`src/sv/cpfp_pkg.sv`:
```
// ----------------------------------------------------------------------------
// cpfp_pkg
// Shared types and constants of the count packet field parser.
// ----------------------------------------------------------------------------
package cpfp_pkg;

	localparam int          NUM_CH    = 7;
	localparam int          IDX_W     = 5;
	localparam int          CFG_IDX_W = 8;
	localparam int          CFG_DAT_W = 16;

	localparam logic [IDX_W-1:0] FRAME_LEN   = 5'd26;
	localparam logic [IDX_W-1:0] POS_ID_LO   = 5'd0;
	localparam logic [IDX_W-1:0] POS_ID_HI   = 5'd1;
	localparam logic [IDX_W-1:0] POS_CHAR_M  = 5'd2;
	localparam logic [IDX_W-1:0] POS_CHAR_U  = 5'd3;
	localparam logic [IDX_W-1:0] POS_VERSION = 5'd4;
	localparam logic [IDX_W-1:0] POS_SEQ     = 5'd5;
	localparam int               POS_EPOCH   = 6;
	localparam int               POS_COUNT   = 10;
	localparam logic [IDX_W-1:0] POS_STATUS  = 5'd24;
	localparam logic [IDX_W-1:0] POS_HV      = 5'd25;

	localparam logic [7:0]  CHAR_M         = 8'h4D;
	localparam logic [7:0]  CHAR_U         = 8'h55;
	localparam logic [15:0] MAKER_ID_RESET = 16'hFFFF;
	localparam logic [7:0]  VERSION_RESET  = 8'd1;

	localparam logic [CFG_IDX_W-1:0] CFG_MAKER_ID = 8'd0;
	localparam logic [CFG_IDX_W-1:0] CFG_VERSION  = 8'd1;

	typedef logic [NUM_CH-1:0][15:0] count_arr_t;

	typedef struct packed {
		logic        packet_ok;
		logic [7:0]  sequence_res;
		logic [31:0] epoch_seconds;
		count_arr_t  count;
		logic [7:0]  status_bits;
		logic [7:0]  hv_setting;
	} result_t;

endpackage

```
`src/sv/cpfp_parse.sv`:
```
// ----------------------------------------------------------------------------
// cpfp_parse
// Frame state: byte position, header check flag and captured fields. Builds
// the result for the item that carries the last-byte mark.
// ----------------------------------------------------------------------------
module cpfp_parse (
	input  logic                clk,
	input  logic                arst_n,
	input  logic                accept,
	input  logic [7:0]          data_byte,
	input  logic                last_byte,
	input  logic [15:0]         maker_id,
	input  logic [7:0]          version,
	output logic                res_valid,
	output cpfp_pkg::result_t   res
);

	logic [cpfp_pkg::IDX_W-1:0] byte_index_q;
	logic                       header_bad_q;
	logic [7:0]                 seq_q;
	logic [31:0]                epoch_q;
	cpfp_pkg::count_arr_t       count_q;
	logic [7:0]                 status_q;
	logic [7:0]                 hv_q;

	logic                       in_frame;
	logic [cpfp_pkg::IDX_W-1:0] idx_nxt;
	logic                       bad_nxt;
	logic [7:0]                 seq_nxt;
	logic [31:0]                epoch_nxt;
	cpfp_pkg::count_arr_t       count_nxt;
	logic [7:0]                 status_nxt;
	logic [7:0]                 hv_nxt;
	logic                       ok;

	always_comb begin
		in_frame   = byte_index_q < cpfp_pkg::FRAME_LEN;
		idx_nxt    = in_frame ? byte_index_q + 5'd1 : byte_index_q;
		bad_nxt    = header_bad_q;
		seq_nxt    = seq_q;
		epoch_nxt  = epoch_q;
		count_nxt  = count_q;
		status_nxt = status_q;
		hv_nxt     = hv_q;
		if (in_frame) begin
			if (byte_index_q == cpfp_pkg::POS_ID_LO && data_byte != maker_id[7:0])
				bad_nxt = 1'b1;
			if (byte_index_q == cpfp_pkg::POS_ID_HI && data_byte != maker_id[15:8])
				bad_nxt = 1'b1;
			if (byte_index_q == cpfp_pkg::POS_CHAR_M && data_byte != cpfp_pkg::CHAR_M)
				bad_nxt = 1'b1;
			if (byte_index_q == cpfp_pkg::POS_CHAR_U && data_byte != cpfp_pkg::CHAR_U)
				bad_nxt = 1'b1;
			if (byte_index_q == cpfp_pkg::POS_VERSION && data_byte != version)
				bad_nxt = 1'b1;
			if (byte_index_q == cpfp_pkg::POS_SEQ)
				seq_nxt = data_byte;
			for (int k = 0; k < 4; k++) begin
				if (byte_index_q == 5'(cpfp_pkg::POS_EPOCH + k))
					epoch_nxt[8*k +: 8] = data_byte;
			end
			for (int c = 0; c < cpfp_pkg::NUM_CH; c++) begin
				if (byte_index_q == 5'(cpfp_pkg::POS_COUNT + 2*c))
					count_nxt[c][7:0] = data_byte;
				if (byte_index_q == 5'(cpfp_pkg::POS_COUNT + 2*c + 1))
					count_nxt[c][15:8] = data_byte;
			end
			if (byte_index_q == cpfp_pkg::POS_STATUS)
				status_nxt = data_byte;
			if (byte_index_q == cpfp_pkg::POS_HV)
				hv_nxt = data_byte;
		end
	end

	assign ok = (idx_nxt >= cpfp_pkg::FRAME_LEN) && !bad_nxt;

	always_comb begin
		res_valid         = accept && last_byte;
		res.packet_ok     = ok;
		res.sequence_res  = ok ? seq_nxt : '0;
		res.epoch_seconds = ok ? epoch_nxt : '0;
		res.count         = ok ? count_nxt : '0;
		res.status_bits   = ok ? status_nxt : '0;
		res.hv_setting    = ok ? hv_nxt : '0;
	end

	always_ff @(posedge clk or negedge arst_n) begin
		if (!arst_n) begin
			byte_index_q <= '0;
			header_bad_q <= 1'b0;
			seq_q        <= '0;
			epoch_q      <= '0;
			count_q      <= '0;
			status_q     <= '0;
			hv_q         <= '0;
		end else if (accept) begin
			byte_index_q <= last_byte ? '0 : idx_nxt;
			header_bad_q <= last_byte ? 1'b0 : bad_nxt;
			seq_q        <= seq_nxt;
			epoch_q      <= epoch_nxt;
			count_q      <= count_nxt;
			status_q     <= status_nxt;
			hv_q         <= hv_nxt;
		end
	end

endmodule

```
`src/sv/cpfp_out_buf.sv`:
```
// ----------------------------------------------------------------------------
// cpfp_out_buf
// Result register with a skid entry, so the input keeps flowing while one
// result waits on a stalled output.
// ----------------------------------------------------------------------------
module cpfp_out_buf (
	input  logic              clk,
	input  logic              arst_n,
	input  logic              push,
	input  cpfp_pkg::result_t push_data,
	output logic              full,
	output logic              out_valid,
	input  logic              out_stall,
	output cpfp_pkg::result_t out_data
);

	logic              out_valid_q;
	cpfp_pkg::result_t out_data_q;
	logic              skid_valid_q;
	cpfp_pkg::result_t skid_data_q;
	logic              pop;

	assign pop       = out_valid_q && !out_stall;
	assign full      = skid_valid_q;
	assign out_valid = out_valid_q;
	assign out_data  = out_data_q;

	always_ff @(posedge clk or negedge arst_n) begin
		if (!arst_n) begin
			out_valid_q  <= 1'b0;
			skid_valid_q <= 1'b0;
		end else if (!out_valid_q || pop) begin
			if (skid_valid_q) begin
				out_valid_q  <= 1'b1;
				skid_valid_q <= 1'b0;
			end else begin
				out_valid_q <= push;
			end
		end else if (push) begin
			skid_valid_q <= 1'b1;
		end
	end

	always_ff @(posedge clk) begin
		if (!out_valid_q || pop) begin
			out_data_q <= skid_valid_q ? skid_data_q : push_data;
		end else if (push) begin
			skid_data_q <= push_data;
		end
	end

endmodule

```
`src/sv/count_packet_field_parser_unit.sv`:
```
// ----------------------------------------------------------------------------
// count_packet_field_parser_unit
// Parses a 26-byte count frame from a manufacturer data field.
// ----------------------------------------------------------------------------
// One byte item is taken every cycle unless the input is stalled. Each byte
// is checked or captured at its position; the item marked as last byte yields
// one result. The output register plus one skid entry hold results; the input
// stalls only while both are full. The result reports packet_ok and, when it
// is set, the sequence, epoch, seven channel counts, status and high-voltage
// bytes (all zero otherwise). Register 0 is the expected maker id, register 1
// the expected version; other indexes are ignored. Configuration writes are
// always ready.
module count_packet_field_parser_unit (
	input  logic                                clk,
	input  logic                                arst_n,
	input  logic                                cfg_valid,
	output logic                                cfg_ready,
	input  logic [cpfp_pkg::CFG_IDX_W-1:0]      cfg_index,
	input  logic [cpfp_pkg::CFG_DAT_W-1:0]      cfg_data,
	input  logic                                in_valid,
	output logic                                in_stall,
	input  logic [7:0]                          data_byte,
	input  logic                                last_byte,
	output logic                                out_valid,
	input  logic                                out_stall,
	output logic                                packet_ok,
	output logic [7:0]                          sequence_res,
	output logic [31:0]                         epoch_seconds,
	output logic [15:0]                         count_ch0,
	output logic [15:0]                         count_ch1,
	output logic [15:0]                         count_ch2,
	output logic [15:0]                         count_ch3,
	output logic [15:0]                         count_ch4,
	output logic [15:0]                         count_ch5,
	output logic [15:0]                         count_ch6,
	output logic [7:0]                          status_bits,
	output logic [7:0]                          hv_setting
);

	logic [15:0]       maker_id_q;
	logic [7:0]        version_q;
	logic              accept;
	logic              res_valid;
	cpfp_pkg::result_t res;
	cpfp_pkg::result_t out_data;
	logic              buf_full;

	assign cfg_ready = 1'b1;

	always_ff @(posedge clk or negedge arst_n) begin
		if (!arst_n) begin
			maker_id_q <= cpfp_pkg::MAKER_ID_RESET;
			version_q  <= cpfp_pkg::VERSION_RESET;
		end else if (cfg_valid && cfg_ready) begin
			unique case (cfg_index)
				cpfp_pkg::CFG_MAKER_ID: maker_id_q <= cfg_data;
				cpfp_pkg::CFG_VERSION:  version_q  <= cfg_data[7:0];
				default: ;
			endcase
		end
	end

	assign in_stall = buf_full;
	assign accept   = in_valid && !in_stall;

	cpfp_parse u_parse (
		.clk       (clk),
		.arst_n    (arst_n),
		.accept    (accept),
		.data_byte (data_byte),
		.last_byte (last_byte),
		.maker_id  (maker_id_q),
		.version   (version_q),
		.res_valid (res_valid),
		.res       (res)
	);

	cpfp_out_buf u_out_buf (
		.clk       (clk),
		.arst_n    (arst_n),
		.push      (res_valid),
		.push_data (res),
		.full      (buf_full),
		.out_valid (out_valid),
		.out_stall (out_stall),
		.out_data  (out_data)
	);

	assign packet_ok     = out_data.packet_ok;
	assign sequence_res  = out_data.sequence_res;
	assign epoch_seconds = out_data.epoch_seconds;
	assign count_ch0     = out_data.count[0];
	assign count_ch1     = out_data.count[1];
	assign count_ch2     = out_data.count[2];
	assign count_ch3     = out_data.count[3];
	assign count_ch4     = out_data.count[4];
	assign count_ch5     = out_data.count[5];
	assign count_ch6     = out_data.count[6];
	assign status_bits   = out_data.status_bits;
	assign hv_setting    = out_data.hv_setting;

	a_reject_zero: assert property (@(posedge clk) disable iff (!arst_n)
		out_valid && !packet_ok |-> sequence_res == 8'd0 && epoch_seconds == 32'd0
			&& count_ch0 == 16'd0 && count_ch6 == 16'd0
			&& status_bits == 8'd0 && hv_setting == 8'd0)
		else $error("rejected result carries nonzero fields");

	a_stall_needs_out: assert property (@(posedge clk) disable iff (!arst_n)
		in_stall |-> out_valid)
		else $error("input stalled with empty output register");

	a_result_shown: assert property (@(posedge clk) disable iff (!arst_n)
		res_valid |=> out_valid)
		else $error("result lost after last byte");

endmodule
```
`config.mk`:
```
export PLATFORM = sky130hd
export DESIGN_NAME = count_packet_field_parser_unit
export DESIGN_NICKNAME = d
export VERILOG_FILES = /design/src/sv/cpfp_pkg.sv /design/src/sv/cpfp_parse.sv /design/src/sv/cpfp_out_buf.sv /design/src/sv/count_packet_field_parser_unit.sv
export SDC_FILE = /design/constraint.sdc
export NUM_CORES = 1
export LEC_CHECK = 0
export ABC_AREA = 1
export BUFFER_PORTS_ARGS = -buffer_cell sky130_fd_sc_hd__buf_2
export CAP_MARGIN = 40
export CORE_AREA = 2 2 235 237
export DETAILED_ROUTE_END_ITERATION = 8
export DIE_AREA = 0 0 237 239
export PLACE_DENSITY = 0.69
export SYNTH_ARGS = -nofsm -noshare
export SYNTH_HDL_FRONTEND = slang
export SYNTH_SLANG_ARGS = --single-unit
```
`constraint.sdc`:
```
create_clock -name clk -period 20.8 [get_ports clk]
set_clock_uncertainty 0.05 [all_clocks]
set_input_delay 3.12 -clock clk [delete_from_list [all_inputs] [get_ports clk]]
set_output_delay 3.12 -clock clk [all_outputs]
set_load 0.03 [all_outputs]
```
==> impl_metrics.env <==
export IMPL_crit_buf_inv=6
export IMPL_reg2regPathDepth=13
export IMPL_outcome="finished, final reports clean"
export IMPL_drc=0
export IMPL_synth_top_area_share_pct=38.0
export IMPL_design_area_um2=29800
export IMPL_start_util_pct=49.2
export IMPL_io_buffers=208
export IMPL_cp_num_cells=14
export IMPL_grt_first_pass_wirelength_um=101000
export IMPL_layout_nets=2953
export IMPL_path_class="primary input to flip-flop"
export IMPL_final_antenna_net_count=0
export IMPL_ctsResizeCount=0
export IMPL_worstPathArrival_ps=7020
export IMPL_ir_drop_mv=0.0630
export IMPL_layout_commonest_cell="inv_1"
export IMPL_htreeDepth=2
export IMPL_final_max_slew_viol_count=0
export IMPL_final_hold_violation_count=0
export IMPL_fill_cells=4680
export IMPL_ios=210
export IMPL_period_needed_ps=6630
export IMPL_crit_chain="buf_2 > inv_2 > nor2_2 > nand2_1 > o21ai_1 > nand2_1 > inv_2 > nand2_2 > nor2_8 > buf_4 > buf_4 > buf_16 > nand4_1 > o21bai_1"
export IMPL_hold_depth=2
export IMPL_finalSetupTns_ps=0
export IMPL_synth_distinct_cells=37
export IMPL_path_delay_family="buffers and inverters"
export IMPL_cp_slowest_stage_delay_ps=650
export IMPL_fp_dieH_um=239
export IMPL_cts_tree="yes"
export IMPL_clkSlewWorstSetupHoldPaths_ps=60
export IMPL_ys_seq_area_share_pct=56.8
export IMPL_drive_above_1_share_pct=18.7
export IMPL_pwr_density_cell_nw_per_um2=94.8
export IMPL_gp_congestion=0.819
export IMPL_start_kind="primary input"
export IMPL_final_cell_count_no_fill=3660
export IMPL_worstMarginPinSlew_ps=1080
export IMPL_grt_max_degree=126
export IMPL_wl_per_cell_um=17.3
export IMPL_worstPathRequired_ps=21190
export IMPL_synth_area_leaders="edfxtp_1 (38%), dfrtp_1 (17%), inv_1 (9.5%)"
export IMPL_final_cell_mix="inv_1 (678), nand2_1 (604), edfxtp_1 (338)"
export IMPL_drtPass1Iterations=6
export IMPL_worst_path_max_fanout=64
export IMPL_syn_area_per_cell_um2=9.56
export IMPL_setup_violations=0
export IMPL_synthCells=2796
export IMPL_placed_cells=3556
export IMPL_clock_sinks=538
export IMPL_die_x_um=237
export IMPL_cts_setup_buffers=0
export IMPL_yosys_warnings=0
export IMPL_synth_area_um2=26700
export IMPL_drt_total_wl_um=63500
export IMPL_root_buffer="clkbuf_16"
export IMPL_first_global_vias=18481
export IMPL_synth_nets=2839
export IMPL_diodes=0
export IMPL_area_growth_syn_to_layout_pct=11.6
export IMPL_placed_area_um2=28100
export IMPL_max_cap_violations=0
export IMPL_die_area_um2=56600
export IMPL_dr_total_vias=19039
export IMPL_clock_latency_ps=610
export IMPL_p_leak_nw=18.2
export IMPL_fmax_ghz=0.151
export IMPL_row_count=86
export IMPL_dp_hpwl_um=39000
export IMPL_fin_crit_sh_pct=31.9
export IMPL_cts_path_max_buffers=3
export IMPL_grt_overflow_total=0
export IMPL_cts_made_buffers=56
export IMPL_ys_seq_elements=538
export IMPL_holdBufCountCts=0
export IMPL_finalPower_mw=2.83
export IMPL_vias_per_cell=5.20
export IMPL_rsz0062_at_grt="no"
export IMPL_endpoint_kind="flip-flop"
export IMPL_antenna_found_initial=0
export IMPL_core_um2=54300
export IMPL_grt_total_usage_pct=22.5
export IMPL_drt_iter0_drc=1965
export IMPL_synth_area_leader_cell="edfxtp_1"
export IMPL_worst_path_max_delay_cell="nor2_8"
export IMPL_slew_headroom_pct=28.3
export IMPL_hp_class="flip-flop to flip-flop"
-- path summary, 6_finish.rpt --
check                                              from                     end  slack, ps
worst max-delay path                       data_byte[6]  u_out_buf.out_data[39]      14170
worst min-delay path                    u_parse.hv_q[5]         u_parse.hv_q[5]        430
worst max register to register  u_parse.byte_index_q[4]  u_out_buf.out_data[39]      16580
worst min register to register          u_parse.hv_q[5]         u_parse.hv_q[5]        430
max in group asynchronous                        arst_n           maker_id_q[4]      16790
min in group asynchronous                        arst_n    u_parse.count_q[102]       2550
-- per-stage QoR --
| step | worst slack [ps] | hold WS (ps) | utilization, % |
|---|---|---|---|
| finish | 14170 | 434 | 54.9 |
| global route | 13920 | 444 | 54.9 |
| CTS | 14230 | 435 | 54.9 |
| detailed placement | 13630 | 420 | 51.7 |
| global placement | 13350 | 413 | 51.2 |
| floorplan | 325 | 399 | - |
-- cells by family after synthesis --
group,Yosys count,synth area share (%)
AOI/OAI and AO/OA,529,12.9
DFF,538,56.8
muxes,7,0.295
buffers and inverters,867,13.4
other,1,0.0140
adders and majority gates,5,0.234
xor gates and xnor gates,14,0.459
and+or+nand+nor,835,15.9
-- tightest hold or removal path, cell delays in order, from the launching register on --
cell and delay [ps]:
dfrtp_1 340, nand2_1 50, nand2_1 50
-- synth_stat cells, drive strengths merged --
cell type and count:
o22ai 2, nand3 12, conb 1, a21oi 10, nand2 607, nand4 172, dfrtp 183, o21bai 168
ha 5, clkinv 1, mux2 7, nand3b 1, o21a 9, nor4 3, edfxtp 338, a22oi 1
buf 61, o21ai 339, xnor2 14, inv 687, clkbuf 118, dfstp 17, nor3 5, nor2 35
-- power breakdown --
group / total (mW) / internal (mW) / switching (mW)
sequential: 1.32 / 1.26 / 0.0615
clock: 0.961 / 0.536 / 0.425
combinational: 0.547 / 0.142 / 0.405
total: 2.83 / 1.94 / 0.891
-- metal layers --
metal	global-route usage, %	wire length [µm]	up-vias
met3	2.75	3900	111
li1	-	-	9111
met2	35.4	29000	645
met5	0	0	-
met1	32.4	28700	9172
met4	7.79	1890	0
-- final cells by class --
class | count | area, µm² | area share, %
clock buffers | 75 | 1560 | 5.21
clock inverters | 29 | 174 | 0.583
inverters | 688 | 2600 | 8.71
multi-input cells | 1391 | 7990 | 26.8
flip-flops and latches | 538 | 15200 | 50.9
well taps | 704 | 881 | 2.95
repair buffers | 235 | 1450 | 4.87
-- sequential cells by signal (all words and copies together) (netlist names) --
name,flops
u_parse.status_q,8
maker_id_q,16
u_parse.seq_q,8
u_out_buf.full,1
u_out_buf.skid_data_q,169
version_q,8
u_out_buf.out_data,169
u_parse.epoch_q,32
u_out_buf.out_valid,1
u_parse.count_q,112
u_parse.byte_index_q,5
u_parse.hv_q,8
u_parse.header_bad_q,1
Power figures use the tool's default switching activity.
